--- src/rtl/core/msr_pkg.sv ---
`timescale 1ns / 1ps
// msr_pkg: shared types and constants for the murmur seed ratchet.
// No dependencies; imported by msr_hash, the core and msr_chk.
package msr_pkg;

	localparam int CFG_IDX_W = 2;

	localparam logic [CFG_IDX_W-1:0] REG_MASTER_SEED_0 = 2'd0;
	localparam logic [CFG_IDX_W-1:0] REG_MASTER_SEED_1 = 2'd1;
	localparam logic [CFG_IDX_W-1:0] REG_MASTER_SEED_2 = 2'd2;
	localparam logic [CFG_IDX_W-1:0] REG_MASTER_SEED_3 = 2'd3;

	localparam logic [31:0] MM_C1   = 32'hCC9E_2D51;
	localparam logic [31:0] MM_C2   = 32'h1B87_3593;
	localparam logic [31:0] MM_C3   = 32'hE654_6B64;
	localparam logic [31:0] MM_F1   = 32'h85EB_CA6B;
	localparam logic [31:0] MM_F2   = 32'hC2B2_AE35;
	localparam logic [31:0] CHAIN_K = 32'h5BD1_E995;

	typedef struct packed {
		logic        kind;
		logic [31:0] block_index;
	} msr_req_t;

	typedef struct packed {
		logic [63:0] seed_word;
		logic [1:0]  word_index;
		logic        last;
	} msr_rsp_t;

	typedef enum logic [2:0] {
		HOP_IDLE,
		HOP_INIT,
		HOP_SCR1,
		HOP_SCR2,
		HOP_MIX,
		HOP_FIN1,
		HOP_FIN2,
		HOP_FIN3
	} hash_op_t;

	typedef struct packed {
		hash_op_t    op;
		logic        mix_en;
		logic        full;
		logic [31:0] arg;
	} hash_cmd_t;

endpackage

--- src/rtl/core/msr_store.sv ---
`timescale 1ns / 1ps
// msr_store: seed store, 32-bit words, one read and one write port.
// Self-contained; cleared to zero by reset.
module msr_store #(
	parameter int NW = 8,
	parameter int AW = 3
) (
	input  logic          clk,
	input  logic          arst_n,
	input  logic [AW-1:0] rd_addr,
	output logic [31:0]   rd_data,
	input  logic          we,
	input  logic [AW-1:0] wr_addr,
	input  logic [31:0]   wr_data
);

	logic [31:0] mem_q [NW];

	always_ff @(posedge clk or negedge arst_n) begin
		if (!arst_n) begin
			for (int i = 0; i < NW; i++) begin
				mem_q[i] <= '0;
			end
		end else if (we) begin
			mem_q[wr_addr] <= wr_data;
		end
	end

	assign rd_data = mem_q[rd_addr];

endmodule

--- src/rtl/core/msr_hash.sv ---
`timescale 1ns / 1ps
// msr_hash: Murmur3-32 datapath around one shared 32x32 multiplier.
// Depends on msr_pkg (hash_cmd_t, constants); driven step by step by the core.
module msr_hash import msr_pkg::*; (
	input  logic        clk,
	input  hash_cmd_t   cmd,
	output logic [31:0] hash
);

	logic [31:0] h_q;
	logic [31:0] p_q;
	logic        full_q;

	logic [31:0] hx;
	logic [31:0] hr;
	logic [31:0] mix_h;
	logic [31:0] fx;
	logic [31:0] mul_a;
	logic [31:0] mul_b;
	logic [31:0] prod;

	assign hx    = h_q ^ p_q;
	assign hr    = {hx[18:0], hx[31:19]};
	assign mix_h = full_q ? ((hr << 2) + hr + MM_C3) : hx;
	assign fx    = h_q ^ cmd.arg;
	assign hash  = p_q ^ (p_q >> 16);

	always_comb begin
		mul_a = '0;
		mul_b = '0;
		unique case (cmd.op)
			HOP_SCR1: begin
				mul_a = cmd.arg;
				mul_b = MM_C1;
			end
			HOP_SCR2: begin
				mul_a = {p_q[16:0], p_q[31:17]};
				mul_b = MM_C2;
			end
			HOP_FIN1: begin
				mul_a = fx ^ (fx >> 16);
				mul_b = MM_F1;
			end
			HOP_FIN2: begin
				mul_a = p_q ^ (p_q >> 13);
				mul_b = MM_F2;
			end
			default: begin
				mul_a = '0;
				mul_b = '0;
			end
		endcase
	end

	assign prod = mul_a * mul_b;

	always_ff @(posedge clk) begin
		unique case (cmd.op)
			HOP_INIT: h_q <= cmd.arg;
			HOP_SCR1: begin
				if (cmd.mix_en) begin
					h_q <= mix_h;
				end
				p_q <= prod;
			end
			HOP_SCR2: begin
				p_q    <= prod;
				full_q <= cmd.full;
			end
			HOP_MIX:  h_q <= mix_h;
			HOP_FIN1: p_q <= prod;
			HOP_FIN2: p_q <= prod;
			HOP_FIN3: h_q <= hash ^ cmd.arg;
			default: begin
			end
		endcase
	end

endmodule

--- src/rtl/core/murmur_seed_ratchet_core.sv ---
`timescale 1ns / 1ps
// murmur_seed_ratchet_core: top level, sequencer and master seed registers.
// Depends on msr_pkg, msr_store and msr_hash.
//
// Usage:
// - cfg channel writes master_seed_0..3 (cfg_index 0..3); write only while idle.
// - A req beat with kind 0 copies the master seed into the seed store; no rsp.
//   Writes NW words (NW = ceil(SEED_BYTES/4)).
// - A req beat with kind 1 mixes block_index into the seed, runs NW Murmur3
//   passes and returns min(ceil(SEED_BYTES/8), 4) rsp beats, last on the final one.
// - Each pass runs two multiply steps per 32-bit block (S_SCR1, S_SCR2) on the one
//   shared multiplier plus the mix and finalization steps (S_MIXF, S_FIN1..3).
//   Default (32 bytes): index mix plus eight passes. Each rsp beat reads its low
//   word in S_OLO and its high word in S_OHI; a half-filled last word skips S_OHI.
// - req_ready is high only while idle; one item is in flight at a time.
// - rsp is registered; a stalled receiver holds the block in place with the
//   beat unchanged until rsp_ready.
// - Reset clears the seed store, the master registers and the sequencer.
module murmur_seed_ratchet_core import msr_pkg::*; #(
	parameter int SEED_BYTES = 32
) (
	input  logic                 clk,
	input  logic                 arst_n,
	input  logic                 req_valid,
	output logic                 req_ready,
	input  msr_req_t             req,
	output logic                 rsp_valid,
	input  logic                 rsp_ready,
	output msr_rsp_t             rsp,
	input  logic                 cfg_valid,
	output logic                 cfg_ready,
	input  logic [CFG_IDX_W-1:0] cfg_index,
	input  logic [63:0]          cfg_data
);

	localparam int NW    = (SEED_BYTES + 3) / 4;
	localparam int NFULL = SEED_BYTES / 4;
	localparam int AW    = (NW > 1) ? $clog2(NW) : 1;
	localparam int REM   = SEED_BYTES % 4;
	localparam int NOUT  = ((SEED_BYTES + 7) / 8 > 4) ? 4 : (SEED_BYTES + 7) / 8;
	localparam logic [31:0] LAST_MASK = (REM == 0) ? 32'hFFFF_FFFF :
		32'((64'd1 << (8 * REM)) - 64'd1);

	typedef enum logic [11:0] {
		S_IDLE  = 12'b0000_0000_0001,
		S_LOAD  = 12'b0000_0000_0010,
		S_XIDX  = 12'b0000_0000_0100,
		S_SCR1  = 12'b0000_0000_1000,
		S_SCR2  = 12'b0000_0001_0000,
		S_MIXF  = 12'b0000_0010_0000,
		S_FIN1  = 12'b0000_0100_0000,
		S_FIN2  = 12'b0000_1000_0000,
		S_FIN3  = 12'b0001_0000_0000,
		S_OLO   = 12'b0010_0000_0000,
		S_OHI   = 12'b0100_0000_0000,
		S_OWAIT = 12'b1000_0000_0000
	} state_t;

	function automatic logic [31:0] word_mask(input logic [AW-1:0] a);
		return (32'(a) == 32'(NW - 1)) ? LAST_MASK : 32'hFFFF_FFFF;
	endfunction

	state_t        state_q;
	logic [63:0]   master_q [4];
	logic [31:0]   bidx_q;
	logic [AW-1:0] blk_q;
	logic [AW-1:0] pass_q;
	logic [1:0]    oidx_q;
	logic [31:0]   lo_q;
	msr_rsp_t      rsp_q;

	logic [AW-1:0] rd_addr;
	logic [31:0]   rd_data;
	logic          st_we;
	logic [AW-1:0] wr_addr;
	logic [31:0]   wr_data;
	hash_cmd_t     cmd;
	logic [31:0]   hash;

	logic [2:0]    lsel;
	logic [63:0]   lmaster;
	logic [31:0]   load_word;
	logic          blk_end;
	logic          pass_end;
	logic          hi_ok;
	logic          out_last;

	assign req_ready = (state_q == S_IDLE);
	assign rsp_valid = (state_q == S_OWAIT);
	assign rsp       = rsp_q;
	assign cfg_ready = 1'b1;

	assign lsel      = 3'(blk_q);
	assign lmaster   = master_q[lsel[2:1]];
	assign load_word = (32'(blk_q) < 32'd8) ?
		((lsel[0] ? lmaster[63:32] : lmaster[31:0]) & word_mask(blk_q)) : '0;
	assign blk_end   = (blk_q == AW'(NW - 1));
	assign pass_end  = (pass_q == AW'(NW - 1));
	assign hi_ok     = (32'({oidx_q, 1'b1}) < 32'(NW));
	assign out_last  = (oidx_q == 2'(NOUT - 1));

	msr_store #(
		.NW(NW),
		.AW(AW)
	) u_store (
		.clk     (clk),
		.arst_n  (arst_n),
		.rd_addr (rd_addr),
		.rd_data (rd_data),
		.we      (st_we),
		.wr_addr (wr_addr),
		.wr_data (wr_data)
	);

	msr_hash u_hash (
		.clk  (clk),
		.cmd  (cmd),
		.hash (hash)
	);

	always_comb begin
		rd_addr    = blk_q;
		st_we      = 1'b0;
		wr_addr    = blk_q;
		wr_data    = '0;
		cmd.op     = HOP_IDLE;
		cmd.mix_en = 1'b0;
		cmd.full   = 1'b0;
		cmd.arg    = '0;
		unique case (state_q)
			S_LOAD: begin
				st_we   = 1'b1;
				wr_data = load_word;
			end
			S_XIDX: begin
				rd_addr = '0;
				wr_addr = '0;
				st_we   = 1'b1;
				wr_data = rd_data ^ (bidx_q & word_mask('0));
				cmd.op  = HOP_INIT;
				cmd.arg = bidx_q ^ CHAIN_K;
			end
			S_SCR1: begin
				cmd.op     = HOP_SCR1;
				cmd.mix_en = (blk_q != '0);
				cmd.arg    = rd_data;
			end
			S_SCR2: begin
				cmd.op   = HOP_SCR2;
				cmd.full = (32'(blk_q) < 32'(NFULL));
			end
			S_MIXF: cmd.op = HOP_MIX;
			S_FIN1: begin
				cmd.op  = HOP_FIN1;
				cmd.arg = 32'(SEED_BYTES);
			end
			S_FIN2: cmd.op = HOP_FIN2;
			S_FIN3: begin
				rd_addr = pass_q;
				wr_addr = pass_q;
				st_we   = 1'b1;
				wr_data = rd_data ^ (hash & word_mask(pass_q));
				cmd.op  = HOP_FIN3;
				cmd.arg = 32'(pass_q) + 32'd1;
			end
			S_OLO: rd_addr = AW'({oidx_q, 1'b0});
			S_OHI: rd_addr = AW'({oidx_q, 1'b1});
			default: begin
			end
		endcase
	end

	always_ff @(posedge clk or negedge arst_n) begin
		if (!arst_n) begin
			for (int i = 0; i < 4; i++) begin
				master_q[i] <= '0;
			end
		end else if (cfg_valid) begin
			unique case (cfg_index)
				REG_MASTER_SEED_0: master_q[0] <= cfg_data;
				REG_MASTER_SEED_1: master_q[1] <= cfg_data;
				REG_MASTER_SEED_2: master_q[2] <= cfg_data;
				REG_MASTER_SEED_3: master_q[3] <= cfg_data;
			endcase
		end
	end

	always_ff @(posedge clk or negedge arst_n) begin
		if (!arst_n) begin
			state_q <= S_IDLE;
			blk_q   <= '0;
			pass_q  <= '0;
			oidx_q  <= '0;
		end else begin
			unique case (state_q)
				S_IDLE: begin
					if (req_valid) begin
						blk_q   <= '0;
						pass_q  <= '0;
						state_q <= req.kind ? S_XIDX : S_LOAD;
					end
				end
				S_LOAD: begin
					if (blk_end) begin
						state_q <= S_IDLE;
					end else begin
						blk_q <= blk_q + 1'b1;
					end
				end
				S_XIDX: state_q <= S_SCR1;
				S_SCR1: state_q <= S_SCR2;
				S_SCR2: begin
					if (blk_end) begin
						state_q <= S_MIXF;
					end else begin
						blk_q   <= blk_q + 1'b1;
						state_q <= S_SCR1;
					end
				end
				S_MIXF: state_q <= S_FIN1;
				S_FIN1: state_q <= S_FIN2;
				S_FIN2: state_q <= S_FIN3;
				S_FIN3: begin
					if (pass_end) begin
						oidx_q  <= '0;
						state_q <= S_OLO;
					end else begin
						pass_q  <= pass_q + 1'b1;
						blk_q   <= '0;
						state_q <= S_SCR1;
					end
				end
				S_OLO: state_q <= hi_ok ? S_OHI : S_OWAIT;
				S_OHI: state_q <= S_OWAIT;
				S_OWAIT: begin
					if (rsp_ready) begin
						if (rsp_q.last) begin
							state_q <= S_IDLE;
						end else begin
							oidx_q  <= oidx_q + 1'b1;
							state_q <= S_OLO;
						end
					end
				end
			endcase
		end
	end

	always_ff @(posedge clk) begin
		if (state_q == S_IDLE && req_valid) begin
			bidx_q <= req.block_index;
		end
		if (state_q == S_OLO) begin
			lo_q                <= rd_data;
			rsp_q.seed_word     <= {32'd0, rd_data};
			rsp_q.word_index    <= oidx_q;
			rsp_q.last          <= out_last;
		end
		if (state_q == S_OHI) begin
			rsp_q.seed_word <= {rd_data, lo_q};
		end
	end

endmodule

--- config.mk ---
export PLATFORM = sky130hd
export DESIGN_NAME = murmur_seed_ratchet_core
export DESIGN_NICKNAME = d
export VERILOG_FILES = /design/src/rtl/core/msr_pkg.sv /design/src/rtl/core/msr_store.sv /design/src/rtl/core/msr_hash.sv /design/src/rtl/core/murmur_seed_ratchet_core.sv
export SDC_FILE = /design/constraint.sdc
export NUM_CORES = 2
export LEC_CHECK = 0
export BUFFER_PORTS_ARGS = -buffer_cell sky130_fd_sc_hd__buf_2
export CORE_MARGIN = 10
export CORE_UTILIZATION = 40
export CTS_CLUSTER_SIZE = 30
export DETAILED_ROUTE_END_ITERATION = 16
export SYNTH_ARGS = -nofsm -noshare
export SYNTH_HDL_FRONTEND = slang
export SYNTH_SLANG_ARGS = --single-unit
--- constraint.sdc ---
create_clock -name clk -period 14.31 [get_ports clk]
set_input_delay 2.862 -clock clk [delete_from_list [all_inputs] [get_ports clk]]
set_output_delay 2.862 -clock clk [all_outputs]
set_load 0.02 [all_outputs]
==> qor.yml <==
drt:
  detail_route.wl_per_cell_um: 26.3
  ant_nets: 0
  vias: 36300
  dr.pass1.iters: 6
  post-route-drc-count: 0
  vias_per_cell: 5.60
  drt_iter0_markers: 4049
  wl_um: 171000
sta:
  fin_hold_ws_ns: 0.476
  tightest_slew_ns: 1.26
  fmax_mhz: 80.1
  finalHoldViolations: 0
  drv_slew: 0
  setup_viol: 0
  finalCritPeriodShare: 0.872
  fin_worst_skew_ns: 0.0507
  fin_crit_ns: 12.48
  rsz0062_at_grt: "no"
  tns_ns: 0
  relSlewSlack: 0.156
final_layout:
  utilization: 0.447
  nets: 5476
  drive_gt1_frac: 0.157
  syn_to_final_growth_pct: 10.7
  fin_area_um2: 55400
  fill_cells: 11700
min_path:
  hold_class: "reg -> reg"
grt:
  overflow: 0
  antenna_found_initial: 43
  grt_usage: 0.242
  grt_max_degree: 100
  grt_pass1_vias: 36800
  grt_pass1_wl_um: 251000
power_and_ir_drop:
  p_per_area_nw_per_um2: 216
  p_sw_mw: 5.60
  power_frac_seq: 0.268
  power.share.combinational: 0.550
  vdd_drop_max_uv: 144
  p_sw_frac: 0.469
  clkPwrFrac: 0.182
  p_leak_nw: 25.5
  p_int_mw: 6.35
floorplan:
  die_h_um: 374
  fp.dieArea_um2: 140000
  die_w_um: 374
  start_util: 0.404
  row_count: 129
  coreArea_um2: 124000
  ios: 174
logic_synthesis:
  synth_top_family_by_area: "adder cells"
  synth_mux_area_frac: 0.111
  synthAdderAreaFrac: 0.209
  syn_nets: 5394
  netlist_top_cells_area: "dfrtp_1 27%, fa_1 16%, edfxtp_1 12%"
  synthSimpleGateAreaFrac: 0.0939
  netlist-cell-type-count: 87
  syn-cell-area_um2: 50000
  ys_async_sr_fraction: 0.731
  yosys.area.top_type_share: 0.266
  synth_compound_area_frac: 0.0917
  synth_warnings: 0
  synth_edf_count: 196
  yosysSeqAreaShare: 0.384
  yosysTopAreaCell: "dfrtp_1"
  synth_cells: 4698
  synth_xor_area_frac: 0.0446
  syn_avg_cell_area_um2: 10.7
  ys_seq_elements: 728
  ys.flop_type: "dfrtp_1"
run:
  drv_cap: 0
cts:
  clk_pin_slew_worst_paths_ns: 0.07
  htree_num_levels: 3
  cts_hold_buffers: 0
  post_cts_resized: 0
  cts_tree: "done"
  clock_latency_ns: 0.72
  root_buffer: "clkbuf_16"
  cts.sinks: 728
  clock_path_buffers: 3
  numCtsBuffers: 83
  post-cts-setup-buffers: 0
status:
  status: "completed"
critical_path:
  end_kind: "flop"
  required_ns: 14.76
  startpoint_type: "flop"
  cpMostUsedCell: "fa_1"
  path_max_fanout: 37
  crit_type: "reg -> reg"
  crit_slowest_cell: "nor2_1"
  cpPeakStageDelay_ns: 0.98
  arrival_ns: 12.93
placed_design:
  dp_hpwl_um: 128000
  place_area_um2: 52600
  port-buffer-count: 172
  place.gp.congestion: 1.05
==> flip-flops by register name, indices dropped and copies added (netlist names) <==
name	count
master_q	256
u_store.mem_q	256
rsp	67
bidx_q	32
lo_q	32
u_hash.h_q	32
u_hash.p_q	32
state_q	12
blk_q	3
pass_q	3
oidx_q	2
u_hash.full_q	1
==> cell usage after synthesis (all sizes together), types with 12 or more instances <==
library cell,count
a211oi,18
a21boi,14
a21o,19
a21oi,211
a221oi,16
a22o,38
a22oi,12
a31oi,12
a32oi,14
and2,52
and3,24
buf,61
clkbuf,187
dfrtp,531
edfxtp,196
fa,408
ha,184
inv,613
mux2,265
mux2i,111
mux4,64
nand2,546
nand2b,16
nand3,56
nor2,282
nor2b,12
nor3,28
nor3b,12
o21ai,293
xnor2,162
xor2,69
==> per-layer routing <==
layer	up-vias	part of all wire	track usage
met5	-	0.0019	0
met1	18300	0.42	0.327
met2	1784	0.42	0.355
met4	50	0.057	0.117
met3	465	0.10	0.0679
li1	15800	-	-
==> layout by cell type (no fill, tap or decap), types with 64 or more instances in the layout <==
cell type and n:
mux4_2 64, o21ai_0 286, fa_1 408, buf_2 171, dfrtp_1 529, a21oi_1 211, xnor2_1 161, inv_1 610
mux2i_1 111, edfxtp_1 196, nor2_1 275, clkbuf_16 86, ha_1 184, buf_4 72, nand2_1 541, xor2_1 69
mux2_2 265
==> path summary, 6_finish.rpt <==
| path | startpoint | to | slack, ns | depth (start not counted) |
|---|---|---|---|---|
| min in group asynchronous | arst_n | master_q[122]$_DFFE_PN0P_ | 2.16 | 1 |
| max in group asynchronous | arst_n | u_store.mem_q[174]$_DFFE_PN0P_ | 9.03 | 4 |
| hold / removal | u_store.mem_q[46]$_DFFE_PN0P_ | u_store.mem_q[46]$_DFFE_PN0P_ | 0.48 | 2 |
| setup / recovery | state_q[5]$_DFFE_PN0P_ | u_hash.p_q[31]$_DFFE_PP_ | 1.83 | 38 |
| setup reg to reg | state_q[5]$_DFFE_PN0P_ | u_hash.p_q[31]$_DFFE_PP_ | 1.83 | 38 |
| hold reg to reg | u_store.mem_q[46]$_DFFE_PN0P_ | u_store.mem_q[46]$_DFFE_PN0P_ | 0.48 | 2 |
==> metrics by stage <==
stage / power, mW / std cells / setup WS (ns)
floorplan: 7.30 / 4698 / 3.50
global placement: 9.56 / 6332 / 2.12
detailed placement: 9.64 / 6332 / 1.98
CTS: 11.9 / 6482 / 2.01
global route: 12.6 / 6485 / 1.33
finish: 11.9 / 6492 / 1.83
==> power groups by stage <==
stage,clock (mW),sequential [mW],combinational [mW]
final,2.17,3.20,6.57
after global routing,2.30,3.25,7.10
after CTS,2.21,3.18,6.46
after detailed placement,0,3.22,6.42
after global placement,0,3.20,6.36
after floorplan,0,2.98,4.32
==> cell type report <==
class / count / area (um2) / share of cell area
Tap cell: 1637 / 2050 / 0.0370
Inverter: 615 / 2310 / 0.0417
Timing Repair Buffer: 245 / 1430 / 0.0258
Multi-Input combinational cell: 3107 / 27600 / 0.499
Clock inverter: 29 / 334 / 0.00603
Sequential cell: 728 / 19200 / 0.347
Antenna cell: 10 / 25.0 / 0.000452
Clock buffer: 121 / 2400 / 0.0434
==> critical path, delay by kind of cell, from the launching register on <==
family | cells | cell delay [ns]
compound gates | 10 | 2.29
fa+ha+maj | 9 | 3.84
buf+inv | 4 | 0.18
simple gates | 13 | 5.13
xor+xnor | 2 | 0.31
flops | 1 | 0.42
==> cell families after synthesis <==
kind of cell / after synthesis
XOR/XNOR: 240
AND/OR/NAND/NOR: 1083
other: 1
multiplexers: 440
flip-flops: 728
adder cells (fa/ha/maj): 592
AO/OA/AOI/OAI: 751
buffers and inverters: 863
No activity file was read; power rests on OpenSTA's default activity.
